[config.mk]
export PLATFORM = sky130hd
export DESIGN_NAME = rename_free_list_checkpoint_unit
export DESIGN_NICKNAME = d
export VERILOG_FILES = /design/src/rflc_pkg.sv /design/src/rflc_ram.sv /design/src/rename_free_list_checkpoint_unit.sv
export VERILOG_INCLUDE_DIRS = /design/src /design/src/src
export SDC_FILE = /design/constraint.sdc
export NUM_CORES = 2
export LEC_CHECK = 0
export BUFFER_PORTS_ARGS = -buffer_cell sky130_fd_sc_hd__buf_2
export CAP_MARGIN = 40
export CORE_ASPECT_RATIO = 0.5
export CORE_MARGIN = 5
export CORE_UTILIZATION = 27
export DETAILED_ROUTE_END_ITERATION = 10
export HOLD_SLACK_MARGIN = 0.15
export SETUP_SLACK_MARGIN = 0.4
export SYNTH_ARGS = -nofsm -noshare
export SYNTH_HDL_FRONTEND = slang
export SYNTH_HIERARCHICAL = 1
export SYNTH_SLANG_ARGS = --single-unit
export TNS_END_PERCENT = 5
[constraint.sdc]
create_clock -name clock -period 24.8 [get_ports clock]
set_input_delay 2.48 -clock clock [delete_from_list [all_inputs] [get_ports clock]]
set_output_delay 2.48 -clock clock [all_outputs]
set_load 0.02 [all_outputs]
[src/rename_free_list_checkpoint_unit_assert.svh]
// Assertion macros shared by the free list checkpoint unit.
`ifndef RENAME_FREE_LIST_CHECKPOINT_UNIT_ASSERT_SVH
`define RENAME_FREE_LIST_CHECKPOINT_UNIT_ASSERT_SVH

// Same-cycle implication, disabled during reset.
`define RFLC_ASSERT_SAME(label, clk, rst, ante, cons, msg) \
   label: assert property (@(posedge clk) disable iff (rst) (ante) |-> (cons)) \
      else $error(msg);

// Next-cycle implication, disabled during reset.
`define RFLC_ASSERT_NEXT(label, clk, rst, ante, cons, msg) \
   label: assert property (@(posedge clk) disable iff (rst) (ante) |=> (cons)) \
      else $error(msg);

`endif

[src/rflc_pkg.sv]
// Types and constants for the rename free list checkpoint unit.
package rflc_pkg;

   localparam int PHYS_REGS_DEF   = 128;
   localparam int ARCH_REGS_DEF   = 32;
   localparam int CHECKPOINTS_DEF = 32;

   localparam int SLOT_W = 5;
   localparam int REG_W  = 7;

   // Width of one leaf of the first-free search
   localparam int GROUP_W = 16;
   localparam int GOFF_W  = 4;

   typedef struct packed {
      logic              flush;
      logic              recover;
      logic [SLOT_W-1:0] recover_slot;
      logic              alloc_request;
      logic              release_valid;
      logic [REG_W-1:0]  release_reg;
      logic              save_valid;
      logic [SLOT_W-1:0] save_slot;
   } req_type;

   typedef struct packed {
      logic             alloc_granted;
      logic [REG_W-1:0] alloc_reg;
   } rsp_type;

endpackage

[src/rflc_ram.sv]
// Generic single-port-write, single-port-read RAM with registered read data.
module rflc_ram #(
   parameter int WIDTH = 8,
   parameter int DEPTH = 2
) (
   input  logic                                   clock,
   input  logic                                   wr_en,
   input  logic [(DEPTH > 1 ? $clog2(DEPTH) : 1)-1:0] wr_addr,
   input  logic [WIDTH-1:0]                       wr_data,
   input  logic                                   rd_en,
   input  logic [(DEPTH > 1 ? $clog2(DEPTH) : 1)-1:0] rd_addr,
   output logic [WIDTH-1:0]                       rd_data
);

   logic [WIDTH-1:0] mem_ff [DEPTH];
   logic [WIDTH-1:0] rd_data_ff;

   always_ff @(posedge clock) begin
      if (wr_en) begin
         mem_ff[wr_addr] <= wr_data;
      end
      if (rd_en) begin
         rd_data_ff <= mem_ff[rd_addr];
      end
   end

   assign rd_data = rd_data_ff;

endmodule

[src/rename_free_list_checkpoint_unit.sv]
// Rename free list: bitmap of physical registers with checkpoint save and restore.
//
// Issue a command by raising start while busy is low. A flush command answers in the
// next cycle and leaves busy low. A recover command passes through the load state,
// which restores the map from the registered checkpoint memory read. A normal command
// (release, allocate, save) passes through the scan and pick states: the release is
// applied in the accept cycle, then a registered two-level first-free search (16-bit
// groups, then the lowest group) finds the grant. Each command produces exactly one
// response, strobed on rsp_valid for one cycle right after the command finishes; the
// receiver must take it then. rsp_item always shows the last grant flag and register
// number. Checkpoints need no clearing pass after reset: a slot never saved reads as
// the reset map.
`include "rename_free_list_checkpoint_unit_assert.svh"

module rename_free_list_checkpoint_unit
   import rflc_pkg::*;
#(
   parameter int PHYS_REGS   = PHYS_REGS_DEF,
   parameter int ARCH_REGS   = ARCH_REGS_DEF,
   parameter int CHECKPOINTS = CHECKPOINTS_DEF
) (
   input  logic    clock,
   input  logic    reset,
   input  logic    start,
   output logic    busy,
   input  req_type req_item,
   output logic    rsp_valid,
   output rsp_type rsp_item
);

   localparam int PIDX_W = $clog2(PHYS_REGS);
   localparam int ADDR_W = CHECKPOINTS > 1 ? $clog2(CHECKPOINTS) : 1;
   localparam int NG     = (PHYS_REGS + GROUP_W - 1) / GROUP_W;
   localparam int GI_W   = NG > 1 ? $clog2(NG) : 1;
   localparam int PAD_W  = NG * GROUP_W;

   localparam logic [1:0] ST_IDLE = 2'd0;
   localparam logic [1:0] ST_LOAD = 2'd1;
   localparam logic [1:0] ST_SCAN = 2'd2;
   localparam logic [1:0] ST_PICK = 2'd3;

   logic [1:0]             state_ff, state_in;
   req_type                req_ff, req_in;
   logic [PHYS_REGS-1:0]   free_ff, free_in;
   logic [CHECKPOINTS-1:0] valid_ff, valid_in;
   logic                   grant_ff, grant_in;
   logic [REG_W-1:0]       granted_ff, granted_in;
   logic                   rsp_valid_ff, rsp_valid_in;
   logic [NG-1:0]          grp_found_ff, grp_found_in;
   logic [GOFF_W-1:0]      grp_off_ff [NG];
   logic [GOFF_W-1:0]      grp_off_in [NG];

   logic [PHYS_REGS-1:0] reset_map;
   logic [PAD_W-1:0]     elig;
   logic                 found;
   logic [GI_W-1:0]      grp_sel;
   logic [PIDX_W-1:0]    pick;
   logic [PHYS_REGS-1:0] pick_onehot;
   logic                 grant_now;
   logic [PHYS_REGS-1:0] pick_map;

   logic                 release_ok;
   logic                 recover_ok;
   logic                 save_ok;

   logic                 ram_wr_en;
   logic [ADDR_W-1:0]    ram_wr_addr;
   logic                 ram_rd_en;
   logic [ADDR_W-1:0]    ram_rd_addr;
   logic [PHYS_REGS-1:0] ram_rd_data;

   // Reset map also serves as the architectural-register mask
   always_comb begin
      for (int i = 0; i < PHYS_REGS; i++) begin
         reset_map[i] = (i >= ARCH_REGS);
      end
   end

   // First level of the search: lowest set bit in each group
   assign elig = PAD_W'(free_ff & reset_map);

   always_comb begin
      for (int g = 0; g < NG; g++) begin
         grp_found_in[g] = 1'b0;
         grp_off_in[g]   = '0;
         for (int b = GROUP_W - 1; b >= 0; b--) begin
            if (elig[g * GROUP_W + b]) begin
               grp_found_in[g] = 1'b1;
               grp_off_in[g]   = GOFF_W'(b);
            end
         end
      end
   end

   // Second level: lowest group with a free register
   always_comb begin
      found   = 1'b0;
      grp_sel = '0;
      for (int g = NG - 1; g >= 0; g--) begin
         if (grp_found_ff[g]) begin
            found   = 1'b1;
            grp_sel = GI_W'(g);
         end
      end
   end

   assign pick        = PIDX_W'({grp_sel, grp_off_ff[grp_sel]});
   assign pick_onehot = {{(PHYS_REGS - 1){1'b0}}, 1'b1} << pick;
   assign grant_now   = req_ff.alloc_request && found;
   assign pick_map    = grant_now ? (free_ff & ~pick_onehot) : free_ff;

   assign release_ok = req_item.release_valid && (req_item.release_reg != '0)
                       && (32'(req_item.release_reg) < PHYS_REGS);
   assign recover_ok = 32'(req_ff.recover_slot) < CHECKPOINTS;
   assign save_ok    = req_ff.save_valid && (32'(req_ff.save_slot) < CHECKPOINTS);

   assign ram_rd_en   = (state_ff == ST_IDLE) && start && !req_item.flush
                        && req_item.recover;
   assign ram_rd_addr = ADDR_W'(req_item.recover_slot);
   assign ram_wr_addr = ADDR_W'(req_ff.save_slot);
   assign ram_wr_en   = (state_ff == ST_PICK) && save_ok;

   always_comb begin
      state_in     = state_ff;
      req_in       = req_ff;
      free_in      = free_ff;
      valid_in     = valid_ff;
      grant_in     = grant_ff;
      granted_in   = granted_ff;
      rsp_valid_in = 1'b0;
      unique case (state_ff)
         ST_IDLE: begin
            if (start) begin
               req_in = req_item;
               if (req_item.flush) begin
                  rsp_valid_in = 1'b1;
               end else if (req_item.recover) begin
                  state_in = ST_LOAD;
               end else begin
                  if (release_ok) begin
                     free_in[PIDX_W'(req_item.release_reg)] = 1'b1;
                  end
                  state_in = ST_SCAN;
               end
            end
         end
         ST_LOAD: begin
            // A slot never saved yields the reset map instead of memory data
            if (recover_ok) begin
               free_in = valid_ff[ADDR_W'(req_ff.recover_slot)] ? ram_rd_data : reset_map;
            end
            rsp_valid_in = 1'b1;
            state_in     = ST_IDLE;
         end
         ST_SCAN: begin
            state_in = ST_PICK;
         end
         ST_PICK: begin
            grant_in = grant_now;
            free_in  = pick_map;
            if (grant_now) begin
               granted_in = REG_W'(pick);
            end
            if (save_ok) begin
               valid_in[ram_wr_addr] = 1'b1;
            end
            rsp_valid_in = 1'b1;
            state_in     = ST_IDLE;
         end
      endcase
   end

   always_ff @(posedge clock) begin
      if (reset) begin
         state_ff     <= ST_IDLE;
         free_ff      <= reset_map;
         valid_ff     <= '0;
         grant_ff     <= 1'b0;
         granted_ff   <= '0;
         rsp_valid_ff <= 1'b0;
      end else begin
         state_ff     <= state_in;
         free_ff      <= free_in;
         valid_ff     <= valid_in;
         grant_ff     <= grant_in;
         granted_ff   <= granted_in;
         rsp_valid_ff <= rsp_valid_in;
      end
   end

   always_ff @(posedge clock) begin
      req_ff       <= req_in;
      grp_found_ff <= grp_found_in;
      grp_off_ff   <= grp_off_in;
   end

   rflc_ram #(
      .WIDTH (PHYS_REGS),
      .DEPTH (CHECKPOINTS)
   ) u_ckpt_ram (
      .clock   (clock),
      .wr_en   (ram_wr_en),
      .wr_addr (ram_wr_addr),
      .wr_data (pick_map),
      .rd_en   (ram_rd_en),
      .rd_addr (ram_rd_addr),
      .rd_data (ram_rd_data)
   );

   assign busy                   = (state_ff != ST_IDLE);
   assign rsp_valid              = rsp_valid_ff;
   assign rsp_item.alloc_granted = grant_ff;
   assign rsp_item.alloc_reg     = granted_ff;

   `RFLC_ASSERT_NEXT(a_pick_responds, clock, reset, state_ff == ST_PICK, rsp_valid_ff,
      "pick stage did not produce a response")
   `RFLC_ASSERT_SAME(a_grant_free, clock, reset, (state_ff == ST_PICK) && grant_now,
      free_ff[pick] && (32'(pick) >= ARCH_REGS), "granted register was not free")
   `RFLC_ASSERT_SAME(a_zero_never_free, clock, reset, 1'b1, !free_ff[0],
      "register zero marked free")
   `RFLC_ASSERT_NEXT(a_load_one_cycle, clock, reset, state_ff == ST_LOAD,
      !busy && rsp_valid_ff, "recover did not finish after the memory read")

endmodule
==> out/qor.txt <==
utilization after layout: 31.6%
power density cells: 78.3 nW/um^2
Synth-to-Final Area Change: 16.8%
Final Cycle Share: 27.1%
Crit path required time: 25.40 ns
Mapped Nets: 6,385
Multi-input gate area: 27,900 um^2
mapped cell area: 128,000 um^2
WHS: 0.462 ns
Max Fanout on Critical Path: 71
Sum Neg Setup Slack: 0 ns
WP data arrival: 7.32 ns
FF-to-FF setup slack: 19.23 ns
vias in the first global route: 66,900
Placement Setup Slack: 16.99 ns
drt wl/cell: 27.7 um
Inst Count DP: 12,624
Setup violations, final: 0
GPL Wtd Cong: 0.921
chip width: 986 um
core area: 475,000 um^2
height of the die: 498 um
Root Buffer: clkbuf_16
CTS resizes: 0
max-cap viol count: 0
leakage: 47.5 nW
crit start category: primary input
die footprint: 491,000 um^2
DRT iter0 DRCs: 9,474
post-detailed-route count of antenna-violating nets: 0
CTS tree: yes
outcome: finished, final reports clean
hold buffers post-CTS: 0
hold violation count in the final report: 0
num rows: 179
# nets final: 6,657
fin area: 150,000 um^2
I/O pin cnt: 35
worst vdd ir: 0.0522 mV
vias post-DR: 68,064
Worst slew margin: 25.3%
first-pass iteration count of the detailed router: 6
vias per inst: 5.14
YS warnings: 6
Post-Synthesis Cells: 6,360
CP Capture Type: flop
initial antenna violation count: 16
Total Routing Usage GR: 14.4%
most common cell after layout, fill and taps aside: edfxtp_1
Post-CTS Setup Inserts: 0
Max Transition Viols Final: 0
WS Path Type: primary input to flop
CTS Buffer Depth: 4
Worst-path clk slew: 0.06 ns
largest net degree at the start of global routing: 123
share of cells above drive strength 1: 24.0%
CTS Buf Count: 339
Fmax: 149 MHz
RSZ-0062 raised after global routing: no
dpl hpwl: 198 mm
Hold Path Class: flop to flop
commonest non-fill, non-tap cells in the layout: edfxtp_1, mux4_2, clkbuf_16
Final Power: 11.7 mW
Final Skew: 0.0521 ns
Fill cells: 45,073
mean area per synthesized cell: 20.2 um^2
Tmin final: 6.73 ns
Seq. cell area: 98,900 um^2
setup ws final: 18.07 ns
TritonCTS Sinks: 3,349
worst-skew pair later-pin latency: 0.89 ns
I/O Buffers: 34
Placed Area: 139,000 um^2
Non-Filler Instances: 13,238
final WL: 367 mm
Starting Density: 27.1%
total grt overflow: 0
htree depth: 5
drt drc: 0
first-pass GRT wire length: 516 mm
Slew @ Worst Pin: 1.12 ns
[layout make-up]
| cell class | instances | share of cell area [%] |
|---|---|---|
| flip-flops and latches | 3349 | 65.9 |
| diodes | 12 | 0.0200 |
| repair buffers | 373 | 3.17 |
| clock buffers | 436 | 6.00 |
| clock inverters | 164 | 0.977 |
| multi-input cells | 2542 | 18.6 |
| well taps | 6335 | 5.28 |
| inverters | 27 | 0.0676 |
[where the power goes]
part	internal (mW)	total (mW)	switching, mW
Combinational	0.213	0.561	0.349
Sequential	6.25	6.28	0.0390
Clock	2.80	4.90	2.11
Total	9.25	11.7	2.49
[registers in the layout, summed over array words and instances (netlist names)]
signal	flops
u_ckpt_ram/mem_ff	3072
grp_off_ff	24
grant_ff	1
valid_ff	32
save_ok	1
state_ff	2
free_ff	96
granted_ff	7
req_ff	6
grp_found_ff	6
ram_wr_addr	5
rsp_valid	1
u_ckpt_ram/rd_data	96
[worst paths after layout]
path | from | to | cells after the start
setup / recovery | req_item[15] | u_ckpt_ram/rd_data[41] | 10
hold / removal | valid_ff[16] | valid_ff[16] | 2
setup reg to reg | state_ff[0] | u_ckpt_ram/mem_ff[0][33] | 10
hold reg to reg | valid_ff[16] | valid_ff[16] | 2
[routing by layer]
layer / GRT usage (%) / wire, um / up-vias
met5: 0 / 13 / -
met4: 4.72 / 12900 / 2
met3: 2.54 / 31600 / 695
met2: 23.5 / 176000 / 3586
met1: 19.5 / 146000 / 36548
li1: - / - / 27233
[critical path, stage by stage]
cell and delay (ns):
buf_8 0.60, buf_4 0.71, buf_4 0.71, buf_4 0.40
buf_16 0.29, buf_4 0.35, buf_4 0.61, mux4_2 0.58
o22ai_1 0.25, nor4_1 0.11
No activity file was read; power rests on OpenSTA's default activity.
